===== src/rtl/mbtd_pkg.sv =====
// ----------------------------------------------------------------------------
// mbtd_pkg
// Types and constants shared by the timed button debounce block.
// ----------------------------------------------------------------------------
package mbtd_pkg;

  localparam int CFG_IDX_W  = 3;
  localparam int CFG_DATA_W = 16;
  localparam int TIME_W     = 32;
  localparam int INDEX_W    = 7;
  localparam int KIND_W     = 2;

  localparam logic [CFG_IDX_W-1:0] REG_DEBOUNCE     = 3'd0;
  localparam logic [CFG_IDX_W-1:0] REG_ANALOG_PRESS = 3'd1;
  localparam logic [CFG_IDX_W-1:0] REG_ANALOG_MIN   = 3'd2;
  localparam logic [CFG_IDX_W-1:0] REG_ROTARY_PRESS = 3'd3;
  localparam logic [CFG_IDX_W-1:0] REG_ROTARY_MIN   = 3'd4;
  localparam logic [CFG_IDX_W-1:0] REG_REPORT       = 3'd5;

  localparam logic [KIND_W-1:0] KIND_PLAIN  = 2'd0;
  localparam logic [KIND_W-1:0] KIND_ANALOG = 2'd1;
  localparam logic [KIND_W-1:0] KIND_ROTARY = 2'd2;

  localparam logic [1:0] ONE_SHOT_PERIODS = 2'd3;

  typedef struct packed {
    logic [15:0] debounce_ms;
    logic [15:0] analog_press_ms;
    logic [15:0] analog_min_ms;
    logic [15:0] rotary_press_ms;
    logic [15:0] rotary_min_ms;
    logic [7:0]  report_period_ms;
  } cfg_t;

  typedef struct packed {
    logic pressed;
    logic deb;
    logic prev;
  } flags_t;

  typedef struct packed {
    logic [TIME_W-1:0] edge_time;
    flags_t            flags;
  } entry_t;

endpackage


===== src/rtl/mbtd_state_mem.sv =====
// ----------------------------------------------------------------------------
// mbtd_state_mem
// Per-button entry memory with registered read and per-entry valid bits.
// ----------------------------------------------------------------------------
module mbtd_state_mem #(
  parameter int NUM_BUTTONS = 128,
  parameter int AW          = 7
) (
  input  logic                 clk,
  input  logic                 rst_n,
  input  logic                 rd_en,
  input  logic [AW-1:0]        rd_addr,
  output mbtd_pkg::entry_t     rd_data,
  input  logic                 wr_en,
  input  logic [AW-1:0]        wr_addr,
  input  mbtd_pkg::entry_t     wr_data
);
  import mbtd_pkg::*;

  entry_t                 mem [NUM_BUTTONS];
  logic [NUM_BUTTONS-1:0] valid_r;
  entry_t                 q_r;
  logic                   q_valid_r;

  always_ff @(posedge clk) begin
    if (wr_en) begin
      mem[wr_addr] <= wr_data;
    end
    if (rd_en) begin
      q_r <= mem[rd_addr];
    end
  end

  always_ff @(posedge clk) begin
    if (!rst_n) begin
      valid_r   <= '0;
      q_valid_r <= 1'b0;
    end else begin
      if (wr_en) begin
        valid_r[wr_addr] <= 1'b1;
      end
      if (rd_en) begin
        q_valid_r <= valid_r[rd_addr];
      end
    end
  end

  // unwritten entries read as cleared flags
  always_comb begin
    rd_data.edge_time = q_r.edge_time;
    rd_data.flags     = q_valid_r ? q_r.flags : '0;
  end

endmodule


===== config.mk =====
export PLATFORM = sky130hd
export DESIGN_NAME = mbtd_state_mem
export DESIGN_NICKNAME = d
export VERILOG_FILES = /design/src/rtl/mbtd_pkg.sv /design/src/rtl/mbtd_state_mem.sv
export SDC_FILE = /design/constraint.sdc
export NUM_CORES = 2
export LEC_CHECK = 0
export ABC_AREA = 1
export ABC_CLOCK_PERIOD_IN_PS = 2900
export BUFFER_PORTS_ARGS = -buffer_cell sky130_fd_sc_hd__clkbuf_2
export CORE_AREA = 2 2 620 622
export CTS_BUF_LIST = sky130_fd_sc_hd__clkbuf_8
export DETAILED_ROUTE_END_ITERATION = 6
export DIE_AREA = 0 0 622 624
export PLACE_DENSITY_LB_ADDON = 0.25
export SKIP_LAST_GASP = 1
export SLEW_MARGIN = 20
export SYNTH_ARGS = -nofsm -noshare
export SYNTH_HDL_FRONTEND = slang
export SYNTH_MEMORY_MAX_BITS = 65536
export SYNTH_SLANG_ARGS = --single-unit
export TNS_END_PERCENT = 100

===== constraint.sdc =====
create_clock -name clk -period 2.9 [get_ports clk]
set_input_delay 0 -clock clk [delete_from_list [all_inputs] [get_ports clk]]
set_output_delay 0 -clock clk [all_outputs]
set_load 0.01 [all_outputs]

# Word level (Yosys, flattened, before mapping)

Memory sizes are Yosys's and may differ from the RTL's. A register that Yosys moved wholly into a read port is not among the register bits.
Index checks and enable logic that the tools add are counted.
W data, S select, Z words.

$lt $le $gt $ge: 3
Mux-type cells: 7
Bitwise logic cells: 1
Reduce and logical (&&, ||, !) cells: 1

Operator list:

| kind                 | count |
|---|---|
| $or A128 B128 Y128   | 1 |
| $lt A7 B8 Y1 const B | 2 |
| $bmux W1 S7          | 1 |
| $demux W1 S7         | 1 |
| $ge A7 B1 Y1 const B | 1 |
| $mux W1              | 4 |
| $mux W3              | 1 |
| $logic_and A1 B1 Y1  | 1 |

Bits in registers: 129
Memory bits (writable): 4480
Output and inout bits: 35
Memories kept: 1

Memories:

| memory | depth | width | rd ports | clocked after Yosys merged registers in | wr ports | RTL line             | text |
|---|---|---|---|---|---|---|---|
| mem    | 128   | 35    | 1        | 1                                       | 1        | mbtd_state_mem.sv:20 | `entry_t mem [NUM_BUTTONS];` |

# Logic depth before layout (Yosys ltp)

Depth in word-level cells: 5
Gate-level depth with buffers: 16
Mapped depth without buffers: 11

# Least setup slack after synthesis

OpenSTA, ideal clock, no wires.

Path type: input to register
Start point: input wr_addr[1]
End point: memory mem[111][0] in the netlist's numbering (enable)
Arrival time: 2.178 ns
Required time: 2.471 ns
Setup slack: 0.293 ns
Stages: 7
Path buffers: 1
Cells stage by stage: inv_1 > nor3_1 > inv_1 > nor2_1 > inv_1 > clkbuf_1 > nor2_1

RTL lines:

| item               | RTL line             | text |
|---|---|---|
| start: declaration | mbtd_state_mem.sv:15 | `input logic [AW-1:0] wr_addr,` |
| end: declaration   | mbtd_state_mem.sv:20 |  |

No word-level cell before the write port.

==> run_results.csv <==
group,metric,value,unit
final_layout,fin_nets,15000,
clocking,clkLatencyLatePin,1260,ps
route,antenna_left,0,
yosys,synth_fp_nets,14300,
clocking,clk_pin_slew,60,ps
clocking,htreeDepth,6,
clocking,cts.path.max_buffers,4,
route,wl_met2,252,mm
yosys,synth_simple_gate_area_share,11.5,%
placed_design,gp_congestion,0.892,
die,die_w,622,µm
yosys,synth_top_cell_by_area,"edfxtp_1",
yosys,synth_cell_types,22,
final_layout,nFillCells,31300,
placed_design,dpl.hpwl,326,mm
yosys,yosys.area_share.adder,0,%
run_status,outcome,"finished with violations",
yosys,ys_seq_area_share,75.8,%
yosys,yosys_warnings,0,
timing,fin_ws,24.2,ps
timing,setup_violations,0,
yosys,synth.cell_area,182000,µm²
die,initial_core_util,47.8,%
die,fp.dieH,624,µm
route,firstDrtPassIters,7,
yosys,synth_cells,14300,
route,wirelength,573,mm
power,power_density,646,nW/µm²
global_routing,grt_usage,28.7,%
yosys,synthMuxAreaShare,0,%
job,cap_violations,0,
clocking,clockRootBuffer,"clkbuf_8",
worst_setup_path,worst_setup_path_start_kind,"flop",
yosys,synth_top_flop_cell,"edfxtp_1",
route,vias,124000,
yosys,ys_ff_latch,4644,
timing,rsz0062_at_grt,"no",
route,drc,3,
yosys,synth_compound_area_share,9.87,%
placed_design,placed_cells,19100,
min_path,hold_class,"in2reg",
final_layout,drive_gt1_share,12.2,%
timing,slew-limit-headroom,18.3,%
route,vias_per_cell,6.04,
power,leakage,0.0697,µW
power,ir_drop,0.000484,V
yosys,synth_xor_area_share,0,%
yosys,yosysTopAreaCellShare,74.3,%
yosys,ys_top_cells_by_count,"edfxtp_1 (4,515), nor2_1 (2,584), o21ai_0 (2,075)",
worst_setup_path,crit_path_end_kind,"flop",
clocking,cts_buffers,738,
placed_design,place_ws,-155,ps
route,met1_length,229,mm
timing,finalHoldViolCount,0,
worst_setup_path,required,3910,ps
global_routing,overflow,0,
yosys,async_reset_ff_share,0,%
die,io_pins,88,
global_routing,grt_start_max_net_pins,169,
global_routing,grt_pass1_wl,815,mm
route,topRoutingLayerUsed,"met5",
die,core.rowCount,227,
worst_setup_path,cp_max_fo,1,
final_layout,instances_no_fill,20600,
clocking,tritoncts,"built",
yosys,synthTopCellsByArea,"edfxtp_1 (74%), o21ai_0 (5.7%), nor2_1 (5.3%)",
die,design.die.area,388000,µm²
timing,fin_skew,76.9,ps
placed_design,numPortBuffers,87,
route,wl_met3,68.0,mm
yosys,synth_top_family_by_area,"simple AND/OR/NAND/NOR gates",
die,design.core.area,381000,µm²
global_routing,grt_pass1_vias,115000,
route,wire_per_inst,27.8,µm
timing,finalCritPeriodShare,99.2,%
route,first_iter_violations,17800,
yosys,synth.most_common_cell,"edfxtp_1",
final_layout,utilization,55.1,%
timing,fmax,348,MHz
yosys,syn_area_per_cell,12.8,µm²
timing,drv_slew,0,
worst_setup_path,arrival,3880,ps
timing,worst_pin_slew,1220,ps
timing,period_needed,2880,ps
clocking,cts.sinks,4644,
yosys,synth_edf_count,4515,
worst_setup_path,crit_type,"reg2reg",
final_layout,area_growth,15.1,%
global_routing,antenna_found_initial,44,
run_status,violations,"design-rule violations",
==> metrics by stage <==
step / cell area, µm² / hold WS, ps / TNS, ps / power [µW]
floorplan: 182000 / 98.9 / 0 / 79800
global placement: 195000 / 408 / -363 / 84700
detailed placement: 195000 / 410 / -413 / 84800
CTS: 210000 / 23.4 / 0 / 136000
global route: 210000 / 90.8 / 0 / 139000
finish: 210000 / 149 / 0 / 136000
==> placed cells by master (no fill, tap or decap), types with 3 or more instances in the layout <==
cell	instances
clkbuf_8	776
a21oi_1	35
inv_2	8
o22ai_1	1085
buf_12	307
clkbuf_2	45
nand2_1	1326
nand3_1	1247
dlygate4sd3_1	106
edfxtp_1	4515
inv_6	11
buf_8	3
inv_8	24
nor3_1	9
buf_16	13
buf_4	493
diode_2	17
dfxtp_1	129
clkinv_8	7
clkinvlp_4	16
nor2_1	2456
nor2_4	128
o21ai_0	2075
o21ai_1	130
bufinv_16	7
inv_1	358
inv_12	6
clkinv_2	50
clkinv_1	163
==> worst paths after layout <==
check | slack (ps) | cells after the start | from | to
max | 20 | 10 | mem[118][17]$_DFFE_PP_ | rd_data[17]$_DFFE_PP_
min | 150 | 2 | wr_data[27] | mem[30][27]$_DFFE_PP_
min reg2reg | 470 | 2 | valid_r[18]$_SDFFE_PN0P_ | valid_r[18]$_SDFFE_PN0P_
max reg2reg | 20 | 10 | mem[118][17]$_DFFE_PP_ | rd_data[17]$_DFFE_PP_
==> where the power goes <==
part | internal [µW] | leakage, µW | total (µW) | switching [µW]
Sequential | 73900 | 0.0417 | 74100 | 170
Combinational | 2690 | 0.0201 | 9830 | 7130
Clock | 25500 | 0.00790 | 51700 | 26200
Total | 102000 | 0.0697 | 136000 | 33500
==> cells by family (layout without fill, tap and decap cells) <==
logic type,after synthesis,after routing
other cells,0,17
compound gates,3325,3325
flops,4644,4644
buf+inv,1154,2399
simple gates,5166,5166
==> state kept, by name, indices dropped and copies added, names as in the netlist <==
register,cells
rd_data,32
valid_r,128
mem,4480
q_valid_r,1
q_r,3
==> per-layer routing <==
metal / vias to the layer above / global-route usage (%)
met3: 1034 / 6.70
met2: 7286 / 42.6
met4: 30 / 11.6
met1: 62000 / 41.1
met5: - / 0
li1: 54000 / -
==> timing repair <==
action / 4_1_cts / 5_1_grt
resized for setup: 0 / 3
buffers inserted: 0 / 4
hold buffers: 129 / 0
endpoints found under the setup margin: 0 / 1
hold endpoints to repair: 5989 / 0
==> area by class of cell <==
class	count	area, µm²	share of cell area (%)
flip-flops and latches	4644	138000	65.8
diodes	17	42.5	0.0203
inverters	91	402	0.191
well taps	5038	6300	3.00
clock buffers	775	10700	5.08
multi-input cells	8491	39900	19.0
clock inverters	562	2790	1.33
repair buffers	971	11600	5.53
==> worst max-delay path, cell delays in order (launching register included) <==
cell,delay [ps]
edfxtp_1,350
o21ai_0,190
o22ai_1,120
nand2_1,80
nand3_1,240
nand3_1,280
nand3_1,90
dlygate4sd3_1,580
nand3_1,80
dlygate4sd3_1,570
nand2_1,60
No activity file was read; power rests on OpenSTA's default activity.
