## src/rtl/mbtd_pkg.sv

```systemverilog
// ----------------------------------------------------------------------------
// mbtd_pkg
// Types and constants shared by the timed button debounce block.
// ----------------------------------------------------------------------------
package mbtd_pkg;

  localparam int CFG_IDX_W  = 3;
  localparam int CFG_DATA_W = 16;
  localparam int TIME_W     = 32;
  localparam int INDEX_W    = 7;
  localparam int KIND_W     = 2;

  localparam logic [CFG_IDX_W-1:0] REG_DEBOUNCE     = 3'd0;
  localparam logic [CFG_IDX_W-1:0] REG_ANALOG_PRESS = 3'd1;
  localparam logic [CFG_IDX_W-1:0] REG_ANALOG_MIN   = 3'd2;
  localparam logic [CFG_IDX_W-1:0] REG_ROTARY_PRESS = 3'd3;
  localparam logic [CFG_IDX_W-1:0] REG_ROTARY_MIN   = 3'd4;
  localparam logic [CFG_IDX_W-1:0] REG_REPORT       = 3'd5;

  localparam logic [KIND_W-1:0] KIND_PLAIN  = 2'd0;
  localparam logic [KIND_W-1:0] KIND_ANALOG = 2'd1;
  localparam logic [KIND_W-1:0] KIND_ROTARY = 2'd2;

  localparam logic [1:0] ONE_SHOT_PERIODS = 2'd3;

  typedef struct packed {
    logic [15:0] debounce_ms;
    logic [15:0] analog_press_ms;
    logic [15:0] analog_min_ms;
    logic [15:0] rotary_press_ms;
    logic [15:0] rotary_min_ms;
    logic [7:0]  report_period_ms;
  } cfg_t;

  typedef struct packed {
    logic pressed;
    logic deb;
    logic prev;
  } flags_t;

  typedef struct packed {
    logic [TIME_W-1:0] edge_time;
    flags_t            flags;
  } entry_t;

endpackage

```

## src/rtl/mbtd_update.sv

```systemverilog
// ----------------------------------------------------------------------------
// mbtd_update
// Next-state logic for one button entry from one raw sample.
// ----------------------------------------------------------------------------
module mbtd_update (
  input  mbtd_pkg::cfg_t                  cfg,
  input  mbtd_pkg::entry_t                cur,
  input  logic                            level,
  input  logic [mbtd_pkg::KIND_W-1:0]     kind,
  input  logic                            one_shot,
  input  logic [mbtd_pkg::TIME_W-1:0]     now_ms,
  output mbtd_pkg::entry_t                nxt
);
  import mbtd_pkg::*;

  logic [15:0]       press_lim;
  logic [15:0]       min_lim;
  logic [9:0]        shot_lim;
  logic [TIME_W-1:0] t0;
  logic [TIME_W-1:0] d0;
  logic [TIME_W-1:0] d1;
  logic              hi0;
  logic              gt_press;
  logic              gt_deb;
  logic              gt_min;
  logic              gt_shot;
  logic              set_deb;
  flags_t            f;

  always_comb begin
    case (kind)
      KIND_ANALOG: begin
        press_lim = cfg.analog_press_ms;
        min_lim   = cfg.analog_min_ms;
      end
      KIND_ROTARY: begin
        press_lim = cfg.rotary_press_ms;
        min_lim   = cfg.rotary_min_ms;
      end
      default: begin
        press_lim = 16'd0;
        min_lim   = 16'd0;
      end
    endcase
  end

  assign shot_lim = 10'(cfg.report_period_ms) * 10'(ONE_SHOT_PERIODS);

  always_comb begin
    f        = cur.flags;
    t0       = cur.flags.prev ? cur.edge_time : now_ms;
    d0       = now_ms - t0;
    hi0      = |d0[TIME_W-1:16];
    gt_press = hi0 || (d0[15:0] > press_lim);
    gt_deb   = hi0 || (d0[15:0] > cfg.debounce_ms);
    gt_min   = hi0 || (d0[15:0] > min_lim);
    nxt.edge_time = t0;
    set_deb  = 1'b0;
    d1       = d0;
    gt_shot  = 1'b0;
    if (level) begin
      if ((press_lim != 16'd0) && f.pressed && gt_press) begin
        f.pressed = 1'b0;
      end
      set_deb = f.prev && !f.deb && gt_deb && gt_min;
      if (set_deb) begin
        f.pressed     = 1'b1;
        f.deb         = 1'b1;
        nxt.edge_time = now_ms;
        d1            = '0;
      end
      gt_shot = (|d1[TIME_W-1:10]) || (d1[9:0] > shot_lim);
      if (one_shot && f.pressed && gt_shot) begin
        f.pressed = 1'b0;
      end
      f.prev = 1'b1;
    end else begin
      f = '0;
    end
    nxt.flags = f;
  end

endmodule

```

## config.mk

```make
export PLATFORM = sky130hd
export DESIGN_NAME = mbtd_update
export DESIGN_NICKNAME = d
export VERILOG_FILES = /design/src/rtl/mbtd_pkg.sv /design/src/rtl/mbtd_update.sv
export SDC_FILE = /design/constraint.sdc
export NUM_CORES = 1
export LEC_CHECK = 0
export ABC_AREA = 1
export BUFFER_PORTS_ARGS = -buffer_cell sky130_fd_sc_hd__buf_4
export CAP_MARGIN = 0
export CORE_ASPECT_RATIO = 0.6
export CORE_MARGIN = 8
export CORE_UTILIZATION = 57
export DETAILED_ROUTE_END_ITERATION = 10
export PLACE_DENSITY = 0.9
export SYNTH_ARGS = -nofsm -noshare
export SYNTH_HDL_FRONTEND = slang
export SYNTH_SLANG_ARGS = --single-unit
```

## constraint.sdc

```tcl
create_clock -name vclk -period 11
set_input_delay 0.55 -clock vclk [all_inputs]
set_output_delay 0.55 -clock vclk [all_outputs]
set_load 0.005 [all_outputs]
```

==> Word level (Yosys, flattened, before mapping) <==
Index checks and enable logic that the tools add are counted.
{ "word_totals": {"output_inout_bits": 35, "latchBits": 0, "reg_bits": 0, "n_memories": 0, "ramBits": 0, "mem_bits_ro": 0} }
{ "op_classes": {"add_sub_neg": 1, "n_eq_ne": 2, "shift": 0, "n_mul": 1, "order_cmp": 4, "n_reduce_logical": 15, "n_mux": 12, "div": 0, "bitwise": 0} }
{ "op_table": {"columns": ["operator", "count"], "rows": [
  ["2-to-1 mux 32 bit", 5],
  ["case mux 16 bit (2 select lines)", 2],
  ["greater-than comparator 16 bit", 3],
  ["subtractor 32 bit", 1],
  ["OR reduction 22 bit", 1],
  ["nonzero test 16 bit", 1],
  ["OR reduction 16 bit", 1],
  ["greater-than comparator 10 bit", 1],
  ["multiplier 8 x 2 -> 10 bit, second input constant", 1],
  ["logical AND 1 bit", 7],
  ["logical OR 1 bit", 4],
  ["2-to-1 mux 2 bit", 2],
  ["2-to-1 mux 3 bit", 1],
  ["equality test 2 x 1 -> 1 bit, second input constant", 1],
  ["equality test 2 bit, second input constant", 1],
  ["2-to-1 mux 1 bit", 2],
  ["zero test 1 bit", 1]
]} }

==> Depth between registers and ports, before layout <==
{ "logic_depth": {"depth_word": 13, "mapped_depth": 42, "depth_no_buf": 41} }

==> Worst setup path after synthesis <==
No wires, ideal clock.
{ "synth_timing": {"kind": "input to output", "start": "input port cur[0] (netlist name)", "end": "output port nxt[2] (netlist name)", "cell_stages": 39, "arrival_ps": 5269, "t_required_ps": 10450, "setup_slack_ps": 5181, "cell_sequence": "clkbuf_1 buf_1 o21ai_0 ha_1 fa_1 inv_1 nand3_1 nand3_1 nand2_1 nand2_1 nand2_1 nand2_1 xor2_1 inv_1 ha_1 nand2_1 inv_1 nand3_1 [... 3 more ...] nand3_1 nand2_1 inv_1 nand3_1 nand2_2 nand2_1 inv_2 or2_2 ha_1 nor2_1 nor2_1 o21a_1 o21ai_0 a21oi_1 o211ai_1 o41ai_1 nand2_1 a21oi_1"} }
{ "synth_lines": {"columns": ["element", "line", "text"], "rows": [
  ["start: declaration", "mbtd_update.sv:7", "input mbtd_pkg::entry_t cur,"],
  ["end: declaration", "mbtd_update.sv:12", "output mbtd_pkg::entry_t nxt"]
]} }

==> impl_metrics.py <==
metrics = {
    "outcome": {
        "status": "finished clean",
    },
    "finish": {
        "drive_gt1_frac": 0.2060,
        "final_net_count": 1364,
        "design.seq.count": 0,
        "fill_cells": 824,
        "area_growth_pct": 28.15,
        "clkbuf_count": 0,
        "n_antenna_cell": 0,
        "final_core_utilization": 0.7473,
        "final_area_um2": 6842,
        "finalNonFillerCells": 1237,
        "seq_area_um2": 0,
    },
    "routing": {
        "met1_length_um": 9116,
        "top_layer_used": "met4",
        "wire_per_inst_um": 16.11,
        "viasPerCell": 5.620,
        "totalWireLength_um": 19920,
        "vias": 6952,
        "drt_first_pass_iters": 7,
        "dr_wl_met2_um": 7625,
        "drc": 0,
        "dr_wl_met3_um": 3064,
        "drt_iter0_markers": 742,
        "final_antenna_net_count": 0,
    },
    "critical_path": {
        "worst-path-buf-inv": 10,
        "worstPathMaxFanout": 34,
        "worst-path-stages": 43,
        "max_stage_delay_ns": 0.44,
        "startpoint": "cur[0]",
        "critPathArrivalTime_ns": 6.11,
        "start_kind": "input port",
        "critPathCapture": "nxt[2]",
        "cp.required_ns": 10.45,
        "worstSetupPathType": "in2out",
        "critPathMostFrequentCell": "nand2_1",
        "cp-end-kind": "primary output",
        "critPathTopFamily": "simple AND/OR/NAND/NOR gates",
        "slowest_stage": "buf_4",
    },
    "synthesis": {
        "ys_top_cells_by_count": "254 x nand2_1, 139 x inv_1, 94 x ha_1, 82 x nor2_1, 55 x a21oi_1",
        "synthCells": 933,
        "yosys_warnings": 0,
        "netlist_area_um2": 5339,
        "avgSynthCellArea_um2": 5.722,
        "synth_area_leaders": "ha_1 22%, nand2_1 18%, inv_1 9.8%",
        "synth_top_area_cell": "ha_1",
        "synth_nets": 1188,
        "synth.top_cell.area_share": 0.2203,
        "synth_most_common_cell": "nand2_1",
        "ys_types": 44,
        "yosysSeqAreaShare": 0,
    },
    "die": {
        "core_um2": 9155,
        "die_area_um2": 12820,
        "num_io_pins": 194,
        "start_util": 0.5832,
        "die_h_um": 90.97,
        "die_x_um": 140.9,
        "rows": 27,
    },
    "grt": {
        "overflow": 0,
        "grt_pass1_wl_um": 30480,
        "grt_max_degree": 60,
        "first_global_vias": 6073,
        "antenna_found_initial": 0,
        "track_usage": 0.2839,
    },
    "sta": {
        "hold_violations": 0,
        "min_period_ns": 6.662,
        "hold-worst-slack_ns": 1.344,
        "fmax_ghz": 0.1501,
        "slew_headroom": 0.2772,
        "rsz0062_at_grt": "no",
        "finalWorstSetupSlack_ns": 4.338,
        "slew_viol_final": 0,
        "tightest_slew_ns": 1.084,
        "fin_setup_tns_ns": 0,
        "finalSetupViolations": 0,
        "finalCritPeriodShare": 0.6056,
    },
    "placed_design": {
        "gp_congestion": 1.033,
        "dp_cells": 1237,
        "post-place-ws_ns": 4.478,
        "dp_hpwl_um": 17720,
        "portBuffers": 194,
        "placed_area_um2": 6842,
    },
    "power": {
        "power_leakage_nw": 3.876,
        "ir_drop_mv": 0.04351,
        "powerDensity_nw_per_um2": 73.08,
        "finalPower_uw": 500.0,
    },
    "clock_tree": {
        "cts_setup_buffers": 0,
        "cts_resized": 0,
        "cts_hold_buffers": 0,
    },
    "hold_path": {
        "hold_class": "in2out",
    },
    "run": {
        "maxCapViolCount": 0,
    },
}
==> power by group <==
part	switching, mW	internal [mW]
combinational	0.297	0.203
sequential	0	0
clock	0	0
total	0.297	0.203
==> final cells by class <==
type	count	area (um2)	share of cell area
Inverter	141	531.8	0.07772
Multi-Input combinational cell	772	4691	0.6856
Tap cell	130	162.7	0.02377
Timing Repair Buffer	194	1456	0.2129
==> cells in the final DEF (no fill, tap or decap), types with 2 or more instances in the layout <==
master,netlist,layout
o21a_1,2,2
nand3_1,54,54
a211oi_1,4,4
or2_2,2,2
nand4_1,24,24
fa_1,2,2
mux2i_1,29,29
o211ai_1,2,2
o21ai_0,52,52
nand3_2,2,2
a21oi_1,55,55
a21oi_4,2,2
nand2_1,254,254
nor2_2,5,5
buf_4,1,194
o21bai_1,6,6
inv_1,139,139
nand2_2,17,17
o21ai_1,9,9
xnor2_1,5,5
ha_1,94,94
nor3_1,11,11
nor2_1,82,82
xor2_1,15,15
nand3b_1,3,3
a22o_1,30,30
==> per-layer routing <==
layer / vias up / GRT usage
li1: 3465 / -
met1: 3071 / 0.4020
met2: 400 / 0.4042
met3: 16 / 0.1233
met4: 0 / 0.01068
met5: - / 0
==> worst min-delay path by stage <==
stage	start	endpoint	slack [ns]	depth (start not counted)
6_report	level	nxt[0]	1.34	2
5_1_grt	level	nxt[0]	1.35	2
2_1_floorplan	one_shot	nxt[2]	1.16	1
4_1_cts	level	nxt[0]	1.34	2
3_3_place_gp	level	nxt[0]	1.34	2
3_5_place_dp	level	nxt[0]	1.34	2
==> cells by family (layout without fill, tap and decap cells) <==
family | count (synthesis) | in the layout | share of synthesized area
buffers and inverters | 161 | 335 | 0.1214
and+or+nand+nor | 459 | 459 | 0.3712
muxes | 29 | 29 | 0.05437
xor gates and xnor gates | 20 | 20 | 0.03281
adders and majority gates | 96 | 96 | 0.2278
AOI/OAI and AO/OA | 168 | 168 | 0.1924
Note: power is estimated with default switching activity, not from simulation.
