## config.mk

```make
export PLATFORM = sky130hd
export DESIGN_NAME = mbtd_cfg_regs
export DESIGN_NICKNAME = d
export VERILOG_FILES = /design/src/rtl/mbtd_pkg.sv /design/src/rtl/mbtd_cfg_regs.sv
export SDC_FILE = /design/constraint.sdc
export NUM_CORES = 1
export LEC_CHECK = 0
export BUFFER_PORTS_ARGS = -buffer_cell sky130_fd_sc_hd__clkbuf_2
export CAP_MARGIN = 20
export CELL_PAD_IN_SITES_DETAIL_PLACEMENT = 0
export CELL_PAD_IN_SITES_GLOBAL_PLACEMENT = 1
export CORE_ASPECT_RATIO = 1.5
export CORE_UTILIZATION = 34
export CTS_CLUSTER_DIAMETER = 200
export DETAILED_ROUTE_END_ITERATION = 7
export PLACE_DENSITY_LB_ADDON = 0.1
export REMOVE_ABC_BUFFERS = 1
export SLEW_MARGIN = 40
export SYNTH_ARGS = -nofsm -noshare
export SYNTH_HDL_FRONTEND = slang
export SYNTH_SLANG_ARGS = --single-unit
```

## constraint.sdc

```tcl
create_clock -name clk -period 1.04 [get_ports clk]
set_clock_uncertainty 0.15 [all_clocks]
set_input_delay 0.104 -clock clk [delete_from_list [all_inputs] [get_ports clk]]
set_output_delay 0.104 -clock clk [all_outputs]
set_load 0.005 [all_outputs]
```

## src/rtl/mbtd_pkg.sv

```systemverilog
// ----------------------------------------------------------------------------
// mbtd_pkg
// Types and constants shared by the timed button debounce block.
// ----------------------------------------------------------------------------
package mbtd_pkg;

  localparam int CFG_IDX_W  = 3;
  localparam int CFG_DATA_W = 16;
  localparam int TIME_W     = 32;
  localparam int INDEX_W    = 7;
  localparam int KIND_W     = 2;

  localparam logic [CFG_IDX_W-1:0] REG_DEBOUNCE     = 3'd0;
  localparam logic [CFG_IDX_W-1:0] REG_ANALOG_PRESS = 3'd1;
  localparam logic [CFG_IDX_W-1:0] REG_ANALOG_MIN   = 3'd2;
  localparam logic [CFG_IDX_W-1:0] REG_ROTARY_PRESS = 3'd3;
  localparam logic [CFG_IDX_W-1:0] REG_ROTARY_MIN   = 3'd4;
  localparam logic [CFG_IDX_W-1:0] REG_REPORT       = 3'd5;

  localparam logic [KIND_W-1:0] KIND_PLAIN  = 2'd0;
  localparam logic [KIND_W-1:0] KIND_ANALOG = 2'd1;
  localparam logic [KIND_W-1:0] KIND_ROTARY = 2'd2;

  localparam logic [1:0] ONE_SHOT_PERIODS = 2'd3;

  typedef struct packed {
    logic [15:0] debounce_ms;
    logic [15:0] analog_press_ms;
    logic [15:0] analog_min_ms;
    logic [15:0] rotary_press_ms;
    logic [15:0] rotary_min_ms;
    logic [7:0]  report_period_ms;
  } cfg_t;

  typedef struct packed {
    logic pressed;
    logic deb;
    logic prev;
  } flags_t;

  typedef struct packed {
    logic [TIME_W-1:0] edge_time;
    flags_t            flags;
  } entry_t;

endpackage

```

## src/rtl/mbtd_cfg_regs.sv

```systemverilog
// ----------------------------------------------------------------------------
// mbtd_cfg_regs
// Configuration registers written through the plain write port.
// ----------------------------------------------------------------------------
module mbtd_cfg_regs (
  input  logic                            clk,
  input  logic                            rst_n,
  input  logic                            cfg_we,
  input  logic [mbtd_pkg::CFG_IDX_W-1:0]  cfg_index,
  input  logic [mbtd_pkg::CFG_DATA_W-1:0] cfg_wdata,
  output mbtd_pkg::cfg_t                  cfg
);
  import mbtd_pkg::*;

  cfg_t cfg_r;
  cfg_t cfg_nxt;

  always_comb begin
    cfg_nxt = cfg_r;
    if (cfg_we) begin
      case (cfg_index)
        REG_DEBOUNCE:     cfg_nxt.debounce_ms      = cfg_wdata;
        REG_ANALOG_PRESS: cfg_nxt.analog_press_ms  = cfg_wdata;
        REG_ANALOG_MIN:   cfg_nxt.analog_min_ms    = cfg_wdata;
        REG_ROTARY_PRESS: cfg_nxt.rotary_press_ms  = cfg_wdata;
        REG_ROTARY_MIN:   cfg_nxt.rotary_min_ms    = cfg_wdata;
        REG_REPORT:       cfg_nxt.report_period_ms = cfg_wdata[7:0];
        default:          cfg_nxt = cfg_r;
      endcase
    end
  end

  always_ff @(posedge clk) begin
    if (!rst_n) begin
      cfg_r.debounce_ms      <= 16'd50;
      cfg_r.analog_press_ms  <= 16'd0;
      cfg_r.analog_min_ms    <= 16'd0;
      cfg_r.rotary_press_ms  <= 16'd0;
      cfg_r.rotary_min_ms    <= 16'd0;
      cfg_r.report_period_ms <= 8'd10;
    end else begin
      cfg_r <= cfg_nxt;
    end
  end

  assign cfg = cfg_r;

endmodule

```

Word-level counts from Yosys, hierarchy flattened
Index checks and enable logic that the tools add are counted.
{"block": "word_totals", "register_bits": 88, "inputBits": 22, "out_inout_bits": 88}
{"block": "classes", "n_eq_ne": 5, "reduce_logical": 7}
{"operator": "$reduce_and 2->1", "n": 6}
{"operator": "$eq 3x2->1 const B", "n": 2}
{"operator": "$eq 3x3->1 const B", "n": 2}
{"operator": "$eq 3x1->1 const B", "n": 1}
{"operator": "$logic_not 3->1", "n": 1}

Depth between registers and ports, before layout
Gate-level depths: netlist of run 1.
{"block": "logic_depth", "ltp_word": 2, "ltp_mapped": 5, "depth_no_buf": 2}

Worst setup path before layout of run 1
OpenSTA, ideal clock, no wires.
{"block": "synth_timing", "kind": "input -> register", "startpoint": "input port cfg_index[1] (netlist bit)", "endpoint": "register cfg_r (netlist bit cfg[72])", "setup_time_ps": 72, "arrival_time_ps": 858, "required_ps": 818, "path_slack_ps": -40, "cell_stages": 4, "cell_sequence": "nor4b_2 > buf_4 > buf_8 > mux2i_1"}
{"block": "synth_via", "elab_chain_len": 2}
{"item": "from (decl)", "line": "mbtd_cfg_regs.sv:9", "text": "input logic [mbtd_pkg::CFG_IDX_W-1:0] cfg_index,"}
{"item": "$logic_not 3->1", "line": "mbtd_cfg_regs.sv:21", "text": "case (cfg_index)"}
{"item": "$reduce_and 2->1 (no source line)"}
{"item": "to (signal assigned)", "line": "mbtd_cfg_regs.sv:42", "text": "cfg_r <= cfg_nxt;"}
{"item": "to (decl)", "line": "mbtd_cfg_regs.sv:15", "text": "cfg_t cfg_r;"}
No other way between the ends.
A chain may end at the register's enable or synchronous reset.

Worst setup path in the final report of run 1
{"block": "layout_timing", "startpoint": "register cfg_r (netlist bit cfg[30])", "endpoint": "output port cfg[30] (netlist bit)"}
{"item": "to (decl)", "line": "mbtd_cfg_regs.sv:11", "text": "output mbtd_pkg::cfg_t cfg"}
No word-level cell between the ends.

==> impl_metrics.yaml, run 1 <==
status:
  status: "finished clean"
pwr:
  intPower_mw: 5.45
  seqPwrFrac: 0.500
  power_density_nw_per_um2: 1420
  switching_share: 0.223
  total_power_mw: 7.01
  vdd_drop_max_uv: 879
  leakage_nw: 2.45
  p_sw_mw: 1.56
  pwr-share-comb: 0.085
  clkPwrFrac: 0.415
finish:
  fillers: 895
  num_antenna_cells: 0
  most-common-layout-cells: "99 x nand2_1, 88 x mux2i_1, 88 x dfxtp_2"
  fin_nets: 488
  largest_reg_flops: 88
  final_common_cell: "nand2_1"
  fin_area_um2: 4940
  drive_above_1_share: 0.541
  area_delta_synth_final_pct: 49.3
detailed_routing:
  ant_nets: 0
  wl_um: 8320
  vias_per_cell: 4.55
  drt_pre_antenna_iters: 4
  drt-initial-drc-count: 93
  drc: 0
  vias: 2654
  wire_per_inst_um: 14.3
yosys:
  synth.distinct_cells: 14
  synth-adder-area-share: 0
  synth-edff-count: 0
  yosys.area_share.simple: 0.150
  synth_seq_cells: 88
  yosys-mux-area-fraction: 0.266
  synth_top_area_frac: 0.533
  ys_async_sr_fraction: 0
  synth_xor_area_frac: 0
  ys.flop_type: "dfxtp_1"
  synth_cells: 313
  yosysWarnings: 0
  synth_top_family_by_area: "multiplexers"
  avgSynthCellArea_um2: 10.6
  synth_top_area_cell: "dfxtp_1"
  synth_area_leaders: "dfxtp_1 53%, mux2i_1 27%, nand2_1 11%"
  synth_seq_area_share: 0.533
  synth_area_um2: 3310
  synth_compound_gate_area_share: 0
floorplan:
  pin_count: 110
  rows: 43
  fp.coreArea_um2: 9360
  die_x_um: 82.5
  die_height_um: 123
  die-area_um2: 10100
  start_util: 0.353
critical_path:
  worst-path-buf-inv: 1
  path_max_fanout: 2
  start_kind: "flop"
  crit_chain: "clkbuf_2"
  max_stage_delay_ps: 330
  crit_path_end_kind: "output port"
  crit_required_ps: 790
  path_delay_family: "flip-flops"
  critPathSlowestCell: "dfxtp_2"
  crit_type: "reg -> out"
  cp_data_arrival_time_ps: 770
timing:
  worstMarginPinSlew_ps: 259
  slew_headroom: 0.826
  period_share: 0.985
  hold_viol_final: 0
  rsz0062_at_grt: "true"
  slew_violations: 0
  fmax_ghz: 0.976
  setup_violations: 0
  fin_crit_ps: 1020
grt:
  grt_usage: 0.166
  grt_max_degree: 36
  grt_pass1_wl_um: 12300
  antenna_found_initial: 0
  first_global_vias: 2406
  gr-total-overflow: 0
clock_tree:
  htreeDepth: 3
  cts_buffers: 9
  tritoncts: "done"
  root_buffer: "clkbuf_16"
  clkTransAtPathRegs_ps: 60
  clkSinkCount: 88
  cts_buffer_depth: 2
  clock_latency_ps: 330
place:
  port_buffers: 109
  hpwl_um: 5690
  place.gp.congestion: 0.716
  placed_area_um2: 4120
job:
  drv_cap: 0
min_path:
  hp-class: "in -> reg"
final timing paths:
path           startpoint      end  slack, ps  cells after the start
max reg2reg        cfg[1]   cfg[1]        150                      3
min          cfg_wdata[0]  cfg[40]         10                      3
max               cfg[30]  cfg[30]         20                      1
min reg2reg       cfg[81]  cfg[81]        310                      2
logic make-up (layout without fill, tap and decap cells):
logic type    after synthesis  count (layout)
buf+inv                    23             181
flops                      88              88
simple gates              114             114
mux                        88              88
through the flow:
step	utilization	cells	hold slack, ps	setup TNS [ps]	setup WS [ps]
finish	0.527	583	12.9	0	15.6
global route	0.527	583	25.0	-402	-28.0
CTS	0.494	568	15.4	-61.9	-10.6
detailed placement	0.440	537	238	-13340	-211
global placement	0.440	537	226	-12460	-238
floorplan	-	290	99.8	-38810	-960
synthesized netlist by cell type (2+ instances only):
master     instances
nand4bb_1          2
clkbuf_1           6
nor2b_1            9
buf_2              7
dfxtp_1           88
buf_4              4
mux2i_1           88
nand4b_1           2
buf_6              4
nand2_1           99
layer usage:
metal | vias to the layer above | track usage | share of wire
li1 | 1344 | - | -
met1 | 1238 | 0.216 | 0.46
met2 | 64 | 0.257 | 0.47
met3 | 8 | 0.0446 | 0.050
met4 | 0 | 0.0711 | 0.015
met5 | - | 0 | 0
layout make-up:
type | instances | area (um^2) | share of cell area
clock buffer | 12 | 246 | 0.0499
clock inverter | 4 | 20.0 | 0.00406
multi-input combinational | 202 | 1400 | 0.283
sequential | 88 | 1870 | 0.379
tap | 112 | 140 | 0.0284
timing repair buffer | 165 | 1260 | 0.256
power by group through the flow:
stage	combinational, mW	clock, mW	sequential [mW]
floorplan	0.179	0	3.56
global placement	0.508	0	3.56
detailed placement	0.511	0	3.56
CTS	0.557	3.01	3.50
global route	0.648	3.13	3.51
finish	0.595	2.91	3.50
repair_timing:
item,in CTS,in global routing
endpoints found under the setup margin,72,76
cloned,0,0
endpoints found under the hold margin,67,0
buffers inserted,0,15
hold buffers,15,0
resized for setup,72,68
Power figures use the tool's default switching activity.
==> run 2, diff against run 1 <==
--- a/config.mk
+++ b/config.mk
@@ -10,7 +10,7 @@
 export CELL_PAD_IN_SITES_DETAIL_PLACEMENT = 0
 export CELL_PAD_IN_SITES_GLOBAL_PLACEMENT = 1
 export CORE_ASPECT_RATIO = 1.5
-export CORE_UTILIZATION = 34
+export CORE_UTILIZATION = 40
 export CTS_CLUSTER_DIAMETER = 200
 export DETAILED_ROUTE_END_ITERATION = 7
 export PLACE_DENSITY_LB_ADDON = 0.1
==> constraint.sdc (replaced) <==
create_clock -name clk -period 1.3 [get_ports clk]
set_clock_uncertainty 0.15 [all_clocks]
set_input_delay 0.13 -clock clk [delete_from_list [all_inputs] [get_ports clk]]
set_output_delay 0.13 -clock clk [all_outputs]
set_load 0.005 [all_outputs]
==> run 2 against run 1 <==
Critical path depth unchanged. Register-to-register slack improved by 370 ps. First-iteration DRC count decreased by 6.5%. Sequential share of layout area increased by 2.4 points. Global-route usage increased by 2.1 points. Combinational power decreased by 33%. Critical path type unchanged.
==> impl_metrics.yaml, run 2 (synthesis results as in run 1) <==
status:
  status: "finished clean"
detailed_routing:
  vias: 2519
  vias_per_cell: 4.67
  drc: 0
  wl_um: 7770
  drt-initial-drc-count: 87
  ant_nets: 0
  drt_pre_antenna_iters: 4
  wire_per_inst_um: 14.4
clock_tree:
  cts_setup_buffers: 0
  htreeDepth: 3
  cts_buffer_depth: 2
  cts_resized: 0
  clkSinkCount: 88
  tritoncts: "done"
  root_buffer: "clkbuf_16"
  cts_buffers: 9
  clkTransAtPathRegs_ps: 60
  cts_hold_buffers: 8
  clock_latency_ps: 320
critical_path:
  crit_chain: "clkbuf_2"
  start_kind: "flop"
  crit_required_ps: 1020
  path_max_fanout: 2
  crit_type: "reg -> out"
  critPathSlowestCell: "dfxtp_1"
  path_delay_family: "flip-flops"
  crit_path_end_kind: "output port"
  cp_data_arrival_time_ps: 810
  max_stage_delay_ps: 360
  worst-path-buf-inv: 1
pwr:
  total_power_mw: 5.51
  vdd_drop_max_uv: 821
  power_density_nw_per_um2: 1260
  leakage_nw: 2.20
finish:
  drive_above_1_share: 0.316
  largest_reg_flops: 88
  final_common_cell: "clkbuf_2"
  area_delta_synth_final_pct: 32.1
  fin_nets: 454
  num_antenna_cells: 0
  most-common-layout-cells: "108 x clkbuf_2, 99 x nand2_1, 88 x mux2i_1, 88 x dfxtp_1"
  utilization: 0.545
  final_cells: 539
floorplan:
  die_x_um: 76.2
  fp.coreArea_um2: 8010
  pin_count: 110
  rows: 40
  die_height_um: 113
  die-area_um2: 8640
  start_util: 0.413
grt:
  grt_max_degree: 38
  antenna_found_initial: 0
  gr-total-overflow: 0
  grt_usage: 0.188
  first_global_vias: 2435
  grt_pass1_wl_um: 12400
timing:
  fin_crit_ps: 1090
  slew_headroom: 0.769
  setup_violations: 0
  slew_violations: 0
  rsz0062_at_grt: "false"
  period_share: 0.836
  fmax_ghz: 0.921
  worstMarginPinSlew_ps: 347
  hold_viol_final: 0
  setup-tns-final_ps: 0
place:
  port_buffers: 109
  hpwl_um: 5270
  dpl.cell_count: 518
  place.gp.congestion: 0.682
min_path:
  hp-class: "in -> reg"
job:
  drv_cap: 0
-- run 2: cell types whose count changed in the layout (fill, tap and decap cells not counted), sizes merged --
cell / before / now
clkinv: 4 / 1
dlygate4sd3: 15 / 8
buf: 71 / 15
clkbuf: 91 / 120
-- run 2: through the flow --
| stage | hold slack, ps | area, um^2 | setup slack [ps] |
|---|---|---|---|
| finish | 1.88 | 4370 | 214 |
| global route | 14.5 | 4370 | 172 |
| CTS | 1.05 | 4370 | 191 |
| detailed placement | 278 | 4020 | 2.92 |
| global placement | 259 | 4020 | 76.2 |
| floorplan | 126 | 3140 | -726 |
-- run 2: where the power goes --
part           total (mW)  internal, mW  leakage, nW  switching (mW)
sequential           2.79          2.76        0.712          0.0309
combinational       0.401         0.191         1.36           0.210
clock                2.32          1.36        0.130           0.952
-- run 2: worst reg2reg max path, cell delays in order, from the launching register on --
cell	delay, ps
dfxtp_1	310
nor2b_1	130
mux2i_1	80
-- run 2: per-layer routing --
metal,wire length [um],global-route usage,up-vias
li1,-,-,1272
met1,3570,0.236,1179
met2,3820,0.308,60
met3,272,0.0395,8
met4,106,0.0846,0
met5,0,0,-
-- run 2: final timing paths --
path / start / end / slack [ps] / cells past startpoint
min: cfg_wdata[8] / cfg[48] / 2 / 3
max reg2reg: cfg[1] / cfg[1] / 520 / 2
min reg2reg: cfg[69] / cfg[69] / 310 / 2
max: cfg[25] / cfg[25] / 210 / 1
-- run 2: area by class of cell --
cell class | instances | area [um^2]
flip-flops and latches | 88 | 1760
repair buffers | 131 | 821
multi-input cells | 202 | 1390
clock buffers | 12 | 256
clock inverters | 1 | 5.00
fillers | 782 | 3640
well taps | 105 | 131
